==> src/rtl/matrix_multiply_macros.svh <==
// ----------------------------------------------------------------------------
// matrix_multiply assertion macros
// concurrent assertion wrappers, empty when synthesizing
// ----------------------------------------------------------------------------
`ifndef MATRIX_MULTIPLY_MACROS_SVH
`define MATRIX_MULTIPLY_MACROS_SVH

`ifndef SYNTHESIS
// property checked outside reset
`define MM_ASSERT(name, ck, rs, prop, msg) \
  name: assert property (@(posedge ck) disable iff (rs) prop) else $error(msg);
// property checked at every edge, reset included
`define MM_ASSERT_ALWAYS(name, ck, prop, msg) \
  name: assert property (@(posedge ck) prop) else $error(msg);
`else
`define MM_ASSERT(name, ck, rs, prop, msg)
`define MM_ASSERT_ALWAYS(name, ck, prop, msg)
`endif

`endif

==> src/rtl/mm_pkg.sv <==
// ----------------------------------------------------------------------------
// mm_pkg
// shared types, constants and helpers of the matrix multiplier
// ----------------------------------------------------------------------------
package mm_pkg;

  localparam int MAX_DIM     = 8;
  localparam int IDX_W       = (MAX_DIM > 1) ? $clog2(MAX_DIM) : 1;
  localparam int ADDR_W      = 2 * IDX_W;
  localparam int STORE_DEPTH = 1 << ADDR_W;

  // field widths
  localparam int OP_W       = 2;
  localparam int ROW_W      = 3;
  localparam int COL_W      = 3;
  localparam int VAL_W      = 32;
  localparam int DIM_W      = 4;
  localparam int FRAC_BITS  = 16;
  localparam int DATA_W     = ROW_W + COL_W + VAL_W;
  localparam int TDATA_W    = ((DATA_W + 7) / 8) * 8;
  localparam int PAD_W      = TDATA_W - DATA_W;
  localparam int PROD_W     = 2 * VAL_W;
  localparam int ACC_W      = PROD_W + IDX_W;

  // field positions in tdata
  localparam int ROW_LSB = 0;
  localparam int COL_LSB = ROW_W;
  localparam int VAL_LSB = ROW_W + COL_W;

  // configuration port
  localparam int CFG_INDEX_W = 2;
  localparam int CFG_DATA_W  = DIM_W;
  localparam logic [CFG_INDEX_W-1:0] REG_A_ROWS     = 2'd0;
  localparam logic [CFG_INDEX_W-1:0] REG_INNER_SIZE = 2'd1;
  localparam logic [CFG_INDEX_W-1:0] REG_B_COLS     = 2'd2;
  localparam logic [CFG_INDEX_W-1:0] REG_IN_PLACE   = 2'd3;

  // operation codes
  localparam logic [OP_W-1:0] OP_LOAD_A = 2'd0;
  localparam logic [OP_W-1:0] OP_LOAD_B = 2'd1;
  localparam logic [OP_W-1:0] OP_MUL    = 2'd2;

  localparam int QUEUE_DEPTH = 4;
  localparam int QPTR_W      = $clog2(QUEUE_DEPTH);

  localparam logic [VAL_W-1:0] VAL_MAX = {1'b0, {(VAL_W-1){1'b1}}};
  localparam logic [VAL_W-1:0] VAL_MIN = {1'b1, {(VAL_W-1){1'b0}}};

  typedef logic [DIM_W-1:0] dim_t;

  typedef enum logic [1:0] {
    CMD_LOAD_A,
    CMD_LOAD_B,
    CMD_MUL
  } cmd_kind_t;

  typedef struct packed {
    cmd_kind_t         kind;
    logic [ADDR_W-1:0] addr;
    logic [VAL_W-1:0]  value;
  } cmd_t;

  // effective sizes, already clamped to 1..MAX_DIM
  typedef struct packed {
    dim_t ar;
    dim_t kn;
    dim_t bc;
    logic in_place;
  } dims_t;

  typedef enum logic [2:0] {
    BK_IDLE,
    BK_MAC,
    BK_DRAIN,
    BK_EMIT,
    BK_WB
  } bk_state_t;

  function automatic dim_t eff_dim(input dim_t r);
    dim_t d;
    d = r;
    if (r == '0) begin
      d = DIM_W'(1);
    end else if (r > DIM_W'(MAX_DIM)) begin
      d = DIM_W'(MAX_DIM);
    end
    return d;
  endfunction

endpackage

==> src/rtl/mm_front.sv <==
// ----------------------------------------------------------------------------
// mm_front
// takes input transfers, drops ignored ones, turns the rest into commands
// ----------------------------------------------------------------------------
module mm_front
  import mm_pkg::*;
(
  input  logic               s_tvalid,
  output logic               s_tready,
  input  logic [TDATA_W-1:0] s_tdata,
  input  logic [OP_W-1:0]    s_tuser,
  input  dims_t              dims,
  input  logic               q_ready,
  output logic               push,
  output cmd_t               cmd
);

  logic [ROW_W-1:0] row;
  logic [COL_W-1:0] col;
  logic             keep;

  assign row = s_tdata[ROW_LSB +: ROW_W];
  assign col = s_tdata[COL_LSB +: COL_W];

  always_comb begin
    keep      = 1'b0;
    cmd.kind  = CMD_MUL;
    cmd.addr  = {row[IDX_W-1:0], col[IDX_W-1:0]};
    cmd.value = s_tdata[VAL_LSB +: VAL_W];
    unique case (s_tuser)
      OP_LOAD_A: begin
        cmd.kind = CMD_LOAD_A;
        keep     = (DIM_W'(row) < dims.ar) && (DIM_W'(col) < dims.kn);
      end
      OP_LOAD_B: begin
        cmd.kind = CMD_LOAD_B;
        keep     = (DIM_W'(row) < dims.kn) && (DIM_W'(col) < dims.bc);
      end
      OP_MUL: begin
        cmd.kind = CMD_MUL;
        keep     = 1'b1;
      end
      default: begin
        keep = 1'b0;
      end
    endcase
  end

  // dropped items are still taken, they just never reach the queue
  assign s_tready = q_ready;
  assign push     = s_tvalid && q_ready && keep;

endmodule

==> config.mk <==
export PLATFORM = sky130hd
export DESIGN_NAME = mm_front
export DESIGN_NICKNAME = d
export VERILOG_FILES = /design/src/rtl/matrix_multiply_macros.svh /design/src/rtl/mm_pkg.sv /design/src/rtl/mm_front.sv
export SDC_FILE = /design/constraint.sdc
export NUM_CORES = 1
export LEC_CHECK = 0
export BUFFER_PORTS_ARGS = -buffer_cell sky130_fd_sc_hd__buf_4
export CELL_PAD_IN_SITES_DETAIL_PLACEMENT = 1
export CELL_PAD_IN_SITES_GLOBAL_PLACEMENT = 2
export CORE_MARGIN = 3
export CORE_UTILIZATION = 10
export DETAILED_ROUTE_END_ITERATION = 12
export GPL_TIMING_DRIVEN = 0
export PLACE_DENSITY_LB_ADDON = 0.25
export SLEW_MARGIN = 25
export SYNTH_ARGS = -nofsm -noshare
export SYNTH_HDL_FRONTEND = slang
export SYNTH_SLANG_ARGS = --single-unit
==> constraint.sdc <==
create_clock -name vclk -period 2
set_clock_uncertainty 0.2 [all_clocks]
set_input_delay 0.3 -clock vclk [all_inputs]
set_output_delay 0.3 -clock vclk [all_outputs]
set_load 0.02 [all_outputs]
==> reports/summary.txt <==
status = finished, final reports clean
CP max FO = 3
count of final setup violators = 0
f_max = 0.506 GHz
most numerous cell in the Yosys netlist = buf_4
share of post-route cells with drive strength above 1 = 83.6%
initial core utilization = 10.5%
unrepaired setup endpoints after global routing = yes
synth unique cells = 15
Bufs and invs on worst path = 2
Setup crit end kind = output port
CP Launch Type = input pin
Hold Slack = 0.598 ns
total number of vias = 710
Core Area = 0.00520 mm^2
Setup CP Type = input pin to output port
CP arrival = 1.48 ns
Hold Fails Final Rpt = 0
Placed Area = 0.00112 mm^2
Yosys warning total = 0
Mapped Cells = 73
synth cell count leaders = buf_4, ha_1, inv_1
leakage power total = 0.665 nW
number of max-cap violations = 0
wire per inst = 10.5 um
Max stage delay cell, worst path = ha_4
PwrDens = 247 mW/mm^2
net count after synthesis = 138
vias per cell = 3.38
Post-DRT Antenna Nets = 0
first-pass GRT wire length = 3290 um
synthesized cell area = 546 um^2
nets = 207
Pre-antenna DRT Iters = 4
Slew headroom = 81.9%
fin crit period = 1.98 ns
initial antenna violation count = 0
register area = 0 um^2
post-synthesis sequential area ratio = 0%
# IOs = 99
Max Transition Viols Final = 0
final core occ = 23.6%
GR Util All Layers = 6.21%
top cell type's share of synthesized area = 53.7%
clk_buf instances = 0
Worst Path Required = 1.50 ns
total chip power = 0.303 mW
Chip Width = 79.9 um
Final Cycle Share = 98.9%
Seq Cell Count = 0
cell family with the largest share of critical-path delay = compound AO/OA/AOI/OAI gates
min-delay worst type = input pin to output port
Row Count = 26
largest net degree at the start of global routing = 5
VDD IR max = 0.0777 mV
CP Cell Sequence = buf_6, ha_4, a21o_1, a31oi_4, o32ai_2, o32ai_2, buf_4
Antenna Cells = 0
initial drt markers = 3
global placer's final weighted congestion = 0.715
Area growth syn-to-layout = 125%
Die ar. = 0.00638 mm^2
Post-Route WL = 2210 um
vias in the first global route = 752
synth top area cells = buf_4, ha_1, o32ai_1
worst slew pin tran = 0.269 ns
DP Wirelength = 2050 um
DRC viols = 0
Port Buf Inserts = 64
cell mode on critical path = o32ai_2
finished layout cell area = 0.00123 mm^2
global route overflow = 0
Synth area leader = buf_4
Crit path largest cell delay = 0.23 ns
syn avg cell area = 7.47 um^2
DIE HEIGHT = 79.9 um
[per-stage QoR]
| step | cells | setup TNS [ns] | setup WS, ns |
|---|---|---|---|
| after floorplan | 73 | 0 | 0.118 |
| after global placement | 207 | -0.146 | -0.146 |
| after detailed placement | 207 | -0.159 | -0.159 |
| after CTS | 209 | -0.0843 | -0.0843 |
| after global routing | 210 | -0.0432 | -0.0432 |
| final | 210 | 0 | 0.0226 |
[area by class of cell]
| cell class | count | area (um^2) |
|---|---|---|
| Multi-Input combinational cell | 27 | 300 |
| Fill cell | 634 | 3980 |
| Tap cell | 70 | 87.6 |
| Inverter | 6 | 27.5 |
| Buffer | 40 | 297 |
| Timing Repair Buffer | 67 | 514 |
[layout by cell type (no fill, tap or decap)]
master | synthesis | final
inv_1 | 6 | 4
buf_4 | 39 | 103
a31oi_2 | 0 | 1
o21bai_1 | 1 | 1
nand2b_1 | 4 | 4
inv_4 | 0 | 2
nand3_1 | 1 | 1
o32ai_2 | 0 | 3
a211oi_2 | 0 | 1
ha_4 | 0 | 2
nand2_1 | 1 | 1
nor2_1 | 1 | 1
a31oi_4 | 0 | 1
nor2b_1 | 1 | 1
clkbuf_1 | 1 | 1
a211oi_1 | 2 | 1
or2_2 | 1 | 1
ha_1 | 8 | 6
buf_6 | 0 | 3
a21o_1 | 2 | 2
[logic make-up (layout without fill, tap and decap cells)]
kind of cell,Yosys count,in the layout,share of synthesized area [%]
compound gates,10,10,14.0
fa+ha+maj,8,8,18.3
buf+inv,46,113,58.5
simple gates,9,9,9.17
[report_power, final]
part           total [mW]  leakage [nW]  internal, mW  switching [mW]
clock                   0             0             0               0
sequential              0             0             0               0
combinational       0.303         0.665         0.172           0.131
total               0.303         0.665         0.172           0.131
[worst paths after layout]
check / end / slack [ns] / startpoint / depth (start not counted)
worst max-delay path: push / 0.02 / s_tdata[5] / 7
worst min-delay path: cmd[23] / 0.60 / s_tdata[29] / 2
[routing by layer]
layer  wire, um  GRT usage, %  part of all wire (%)  vias to the layer above
met5          0             0                     0                        -
met4          0             0                     0                        0
met3        327          1.69                    15                        0
met2       1190          12.9                    54                       60
met1        689          6.40                    31                      313
li1           -             -                     -                      337
[what timing repair did]
action | 4_1_cts | 5_1_grt
hold buffers | 0 | 0
pin swaps | 5 | 6
resized for setup | 9 | 6
setup endpoints to repair | 1 | 1
buffers inserted | 2 | 1
No activity file was read; power rests on OpenSTA's default activity.
