===== src/rtl/matrix_multiply_macros.svh =====
// ----------------------------------------------------------------------------
// matrix_multiply assertion macros
// concurrent assertion wrappers, empty when synthesizing
// ----------------------------------------------------------------------------
`ifndef MATRIX_MULTIPLY_MACROS_SVH
`define MATRIX_MULTIPLY_MACROS_SVH

`ifndef SYNTHESIS
// property checked outside reset
`define MM_ASSERT(name, ck, rs, prop, msg) \
  name: assert property (@(posedge ck) disable iff (rs) prop) else $error(msg);
// property checked at every edge, reset included
`define MM_ASSERT_ALWAYS(name, ck, prop, msg) \
  name: assert property (@(posedge ck) prop) else $error(msg);
`else
`define MM_ASSERT(name, ck, rs, prop, msg)
`define MM_ASSERT_ALWAYS(name, ck, prop, msg)
`endif

`endif


===== src/rtl/mm_pkg.sv =====
// ----------------------------------------------------------------------------
// mm_pkg
// shared types, constants and helpers of the matrix multiplier
// ----------------------------------------------------------------------------
package mm_pkg;

  localparam int MAX_DIM     = 8;
  localparam int IDX_W       = (MAX_DIM > 1) ? $clog2(MAX_DIM) : 1;
  localparam int ADDR_W      = 2 * IDX_W;
  localparam int STORE_DEPTH = 1 << ADDR_W;

  // field widths
  localparam int OP_W       = 2;
  localparam int ROW_W      = 3;
  localparam int COL_W      = 3;
  localparam int VAL_W      = 32;
  localparam int DIM_W      = 4;
  localparam int FRAC_BITS  = 16;
  localparam int DATA_W     = ROW_W + COL_W + VAL_W;
  localparam int TDATA_W    = ((DATA_W + 7) / 8) * 8;
  localparam int PAD_W      = TDATA_W - DATA_W;
  localparam int PROD_W     = 2 * VAL_W;
  localparam int ACC_W      = PROD_W + IDX_W;

  // field positions in tdata
  localparam int ROW_LSB = 0;
  localparam int COL_LSB = ROW_W;
  localparam int VAL_LSB = ROW_W + COL_W;

  // configuration port
  localparam int CFG_INDEX_W = 2;
  localparam int CFG_DATA_W  = DIM_W;
  localparam logic [CFG_INDEX_W-1:0] REG_A_ROWS     = 2'd0;
  localparam logic [CFG_INDEX_W-1:0] REG_INNER_SIZE = 2'd1;
  localparam logic [CFG_INDEX_W-1:0] REG_B_COLS     = 2'd2;
  localparam logic [CFG_INDEX_W-1:0] REG_IN_PLACE   = 2'd3;

  // operation codes
  localparam logic [OP_W-1:0] OP_LOAD_A = 2'd0;
  localparam logic [OP_W-1:0] OP_LOAD_B = 2'd1;
  localparam logic [OP_W-1:0] OP_MUL    = 2'd2;

  localparam int QUEUE_DEPTH = 4;
  localparam int QPTR_W      = $clog2(QUEUE_DEPTH);

  localparam logic [VAL_W-1:0] VAL_MAX = {1'b0, {(VAL_W-1){1'b1}}};
  localparam logic [VAL_W-1:0] VAL_MIN = {1'b1, {(VAL_W-1){1'b0}}};

  typedef logic [DIM_W-1:0] dim_t;

  typedef enum logic [1:0] {
    CMD_LOAD_A,
    CMD_LOAD_B,
    CMD_MUL
  } cmd_kind_t;

  typedef struct packed {
    cmd_kind_t         kind;
    logic [ADDR_W-1:0] addr;
    logic [VAL_W-1:0]  value;
  } cmd_t;

  // effective sizes, already clamped to 1..MAX_DIM
  typedef struct packed {
    dim_t ar;
    dim_t kn;
    dim_t bc;
    logic in_place;
  } dims_t;

  typedef enum logic [2:0] {
    BK_IDLE,
    BK_MAC,
    BK_DRAIN,
    BK_EMIT,
    BK_WB
  } bk_state_t;

  function automatic dim_t eff_dim(input dim_t r);
    dim_t d;
    d = r;
    if (r == '0) begin
      d = DIM_W'(1);
    end else if (r > DIM_W'(MAX_DIM)) begin
      d = DIM_W'(MAX_DIM);
    end
    return d;
  endfunction

endpackage


===== src/rtl/mm_queue.sv =====
// ----------------------------------------------------------------------------
// mm_queue
// short command fifo between front and back
// ----------------------------------------------------------------------------
module mm_queue
  import mm_pkg::*;
(
  input  logic clk,
  input  logic rst,
  input  logic push,
  input  cmd_t push_cmd,
  output logic ready,
  input  logic pop,
  output logic valid,
  output cmd_t head
);

  cmd_t              entries [QUEUE_DEPTH];
  logic [QPTR_W-1:0] wr_ptr;
  logic [QPTR_W-1:0] rd_ptr;
  logic [QPTR_W:0]   count;

  assign ready = (count != (QPTR_W+1)'(QUEUE_DEPTH));
  assign valid = (count != '0);
  assign head  = entries[rd_ptr];

  always_ff @(posedge clk) begin
    if (push) begin
      entries[wr_ptr] <= push_cmd;
    end
  end

  always_ff @(posedge clk) begin
    if (rst) begin
      wr_ptr <= '0;
      rd_ptr <= '0;
      count  <= '0;
    end else begin
      if (push) begin
        wr_ptr <= wr_ptr + QPTR_W'(1);
      end
      if (pop) begin
        rd_ptr <= rd_ptr + QPTR_W'(1);
      end
      if (push && !pop) begin
        count <= count + (QPTR_W+1)'(1);
      end else if (pop && !push) begin
        count <= count - (QPTR_W+1)'(1);
      end
    end
  end

endmodule


===== config.mk =====
export PLATFORM = sky130hd
export DESIGN_NAME = mm_queue
export DESIGN_NICKNAME = d
export VERILOG_FILES = /design/src/rtl/matrix_multiply_macros.svh /design/src/rtl/mm_pkg.sv /design/src/rtl/mm_queue.sv
export SDC_FILE = /design/constraint.sdc
export NUM_CORES = 1
export LEC_CHECK = 0
export BUFFER_PORTS_ARGS = -buffer_cell sky130_fd_sc_hd__buf_2
export CAP_MARGIN = 40
export CORE_ASPECT_RATIO = 1.75
export CORE_MARGIN = 4
export CORE_UTILIZATION = 35
export CTS_CLUSTER_DIAMETER = 200
export DETAILED_ROUTE_END_ITERATION = 6
export HOLD_SLACK_MARGIN = 0.05
export SETUP_SLACK_MARGIN = 0.3
export SYNTH_ARGS = -nofsm -noshare
export SYNTH_HDL_FRONTEND = slang
export SYNTH_SLANG_ARGS = --single-unit

===== constraint.sdc =====
create_clock -name clk -period 4 [get_ports clk]
set_input_delay 1 -clock clk [delete_from_list [all_inputs] [get_ports clk]]
set_output_delay 1 -clock clk [all_outputs]
set_load 0.02 [all_outputs]

==> run summary <==
The run finished with clean final reports. The tools report the number of buffers inserted to repair setup after CTS as 0. For the worst setup path, the data arrival time is 2.06 ns. For this design the ratio of total power to cell area is 542 mW/mm2. The run gives 0 as the final number of max-transition violations. The synthesized design contains 169 register bits.

During I/O placement, the number of pins put on the boundary was 86. Setup total negative slack on the finished layout was measured at 0 ns. The die extent in y is 185 um, and the site row count is 64. After technology mapping, the gate count stands at 254.

Hold repair after CTS inserted 0 buffers. Sorting the synthesized cells by area gives the leading types as sky130_fd_sc_hd__edfxtp_1 (77%), sky130_fd_sc_hd__mux4_2 (14%), sky130_fd_sc_hd__dfxtp_1 (2.9%). The internal power of the cells totals 3.14 mW. The first-pass GRT wire length is 17700 um, and the count of final setup violators is 0. Slowest cell on the critical path: sky130_fd_sc_hd__dfxtp_2. At the later pin of the worst-skew pair, clock insertion delay measures 0.41 ns.

In this design, the stage delay of the slowest critical-path cell is 0.77 ns. The type of element launching the critical path is a register. Setup slack on the worst reg-to-reg path comes out at 2.15 ns. For this run the aggregate overflow at the end of global routing stands at 0. Summing internal, switching and leakage power gives 4.09 mW. Timing would allow up to 327 MHz.

The tools report the logic gate share of total power as 10.3%. The count of input and output buffers was 85; the share of flip-flops with an asynchronous set or reset after synthesis was 0%. The top fanout value on the critical path was 22; the placed wire-length estimate after detailed placement was 7480 um. Layout overhead on the synthesized area: 20.9%.

Of the total power, the share spent switching nets is 23.3%. The number of cells traversed by the worst hold path is 2, and the synthesized cell area is 0.00625 mm2. Across every metal layer, demand over resource in global routing totals 12.3%.

In this run, distinct cell masters in the synthesized netlist total 19. Top cell type by total area after synthesis: sky130_fd_sc_hd__edfxtp_1. When the netlist entered floorplanning its net count stood at 304. The tools report the post-layout net count as 409.

The cell chosen for the clock root was sky130_fd_sc_hd__clkbuf_16. Setup repair after global routing left no endpoint under its margin. Summing the sequential cell areas from Yosys gives 79.8% of the chip area.

For this run, the detailed router's first-pass iteration total came to 4. The net switching power was 952 uW. Excluding fillers, the count of instances in the completed layout stands at 603. The signal on the critical path passes through buf_4, mux4_2, buf_2. The type of destination of the critical path was an output port. Each instance of the synthesized netlist takes up on average 24.6 um2. The share of synthesized area in the top cell type comes to 76.9%. Headroom to the max-slew limit came out at 49.3%.

After clock tree synthesis, the clock-pin slew on the worst setup and hold paths is 0.06 ns. The number of antenna violations at the first check in global routing was 3. Cell family with the largest share of critical-path delay: flip-flops.

The class of the tightest hold or removal check was reg -> reg. For the total clock buffers created by CTS, the log shows 17. Routability-driven placement finished with a final weighted congestion of 0.693. Data on the critical path is required at its endpoint by 3.00 ns. The logic depth of the worst setup path including buffers is 3. At the pin with the least slew margin, the transition time is 0.760 ns. The tools report the full die area as 0.0201 mm2. Registers are responsible for 50.6% of the overall power. CTS built an H-tree with a depth of 4. The count of routing violations after the opening detailed-route iteration is 103, and the width of the die is 109 um. The commonest register cell after synthesis is sky130_fd_sc_hd__edfxtp_1. Summed over all layers, the routed wires come to 11400 um.

IR analysis of the VDD net gives a maximum drop of 0.213 mV. The count of nets left with antenna violations after detail routing was 0; the end-of-flow core utilization was 43.1%. By instance count, the leading cell after synthesis is sky130_fd_sc_hd__edfxtp_1.

Measured in cells, the most critical reg-to-reg path has a length of 4. The number of gates resized after CTS is 0. In this run the standard cell core region covers 0.0175 mm2. Yosys printed 0 warnings. The largest net degree at the start of global routing was 27; the number of max-cap violations was 0. After detailed routing, the number of vias per cell comes to 4.71.

The clock skew after layout came out at 0.00444 ns. The routed layout has 2841 vias. The hold violation count in the final report came out at 0.

Cells with a size suffix above 1 make up 46.6% of the layout. Number of global-route vias before repair: 3198. In this run the deepest clock path goes through 2 buffers.

The number of design rule violations left after detail routing is 0. The total number of clock tree sinks was 169. The placed cell count was 571; the clock network fraction of total power was 39.1%. Yosys mapped a number of flops with a built-in enable equal to 160. TritonCTS built the clock tree.

After detailed routing, the average wire length per cell comes to 19.0 um. For this design the static power due to leakage is 2.56 nW. The clock period minus final worst setup slack works out to 3.06 ns.

The commonest cells after synthesis are sky130_fd_sc_hd__edfxtp_1 (160), sky130_fd_sc_hd__mux4_2 (40), sky130_fd_sc_hd__dfxtp_1 (9). Of the available clock period, the critical path in the final layout requires 76.6%. Together, buffers and inverters on the worst path number 2. The initial core utilization was 35.6%. Class of the most critical setup path: reg -> out.
## worst reg2reg max path: stages (launching register included)
cell                      delay, ns
sky130_fd_sc_hd__dfxtp_1       0.34
sky130_fd_sc_hd__inv_1         0.09
sky130_fd_sc_hd__ha_1          0.14
sky130_fd_sc_hd__and2_2        0.65
sky130_fd_sc_hd__buf_4         0.33
## metrics by stage
stage	hold slack, ns	instance area, um2	worst slack, ns
final	0.532	7550	0.938
after global routing	0.558	7550	0.811
after CTS	0.524	7550	0.885
after detailed placement	0.514	6960	1.35
after global placement	0.480	6930	1.21
after floorplan	0.466	6250	1.63
## cell usage in the layout (no fill, tap or decap), types with 4 or more instances in the layout
master                       count
sky130_fd_sc_hd__clkbuf_16      17
sky130_fd_sc_hd__edfxtp_1      160
sky130_fd_sc_hd__and2_2          4
sky130_fd_sc_hd__inv_1           4
sky130_fd_sc_hd__nor2_1          8
sky130_fd_sc_hd__ha_1            5
sky130_fd_sc_hd__buf_2          85
sky130_fd_sc_hd__clkinvlp_4      5
sky130_fd_sc_hd__dfxtp_1         7
sky130_fd_sc_hd__mux4_2         40
sky130_fd_sc_hd__buf_4          10
## routing by layer
| layer | GRT usage, % | part of all wire (%) |
|---|---|---|
| met1 | 13.5 | 36 |
| met2 | 21.7 | 57 |
| met3 | 3.40 | 4.2 |
| met4 | 5.86 | 2.4 |
| met5 | 0 | 0.24 |
## power by group through the flow
stage,Combinational [mW],Sequential (mW),Clock (mW)
after floorplan,0.303,2.09,0
after global placement,0.404,2.12,0
after detailed placement,0.433,2.11,0
after CTS,0.435,2.08,1.63
after global routing,0.458,2.08,1.72
final,0.421,2.07,1.60
## worst paths after layout
check | startpoint | endpoint
worst max-delay path | register | head[17]
worst min-delay path | count[2] | count[2]
worst min register to register | count[2] | count[2]
worst max register to register | wr_ptr[1] | entries[1][33]
## cell type report
cell class | count | area, um2
multi-input cells | 71 | 1140
flip-flops and latches | 169 | 4990
clock buffers | 17 | 425
repair buffers | 96 | 528
fillers | 1524 | 9990
inverters | 4 | 15.0
well taps | 231 | 289
clock inverters | 14 | 164
diodes | 1 | 2.50
## logic make-up (layout without fill, tap and decap cells)
logic type               after synthesis  count (layout)  synth area share [%]
flip-flops                           169             169                  79.8
multiplexers                          42              42                  14.7
AND/OR/NAND/NOR                       16              16                  1.20
buffers and inverters                 14             131                  2.08
adder cells (fa/ha/maj)                6               6                  1.32
XOR/XNOR                               5               5                 0.701
AO/OA/AOI/OAI                          2               2                 0.160
other                                  0               1                     0
## state kept, by name, indices dropped and copies added (netlist names), named ones only
name	count
count	3
rd_ptr	2
entries	160
wr_ptr	2
Power figures use the tool's default switching activity.
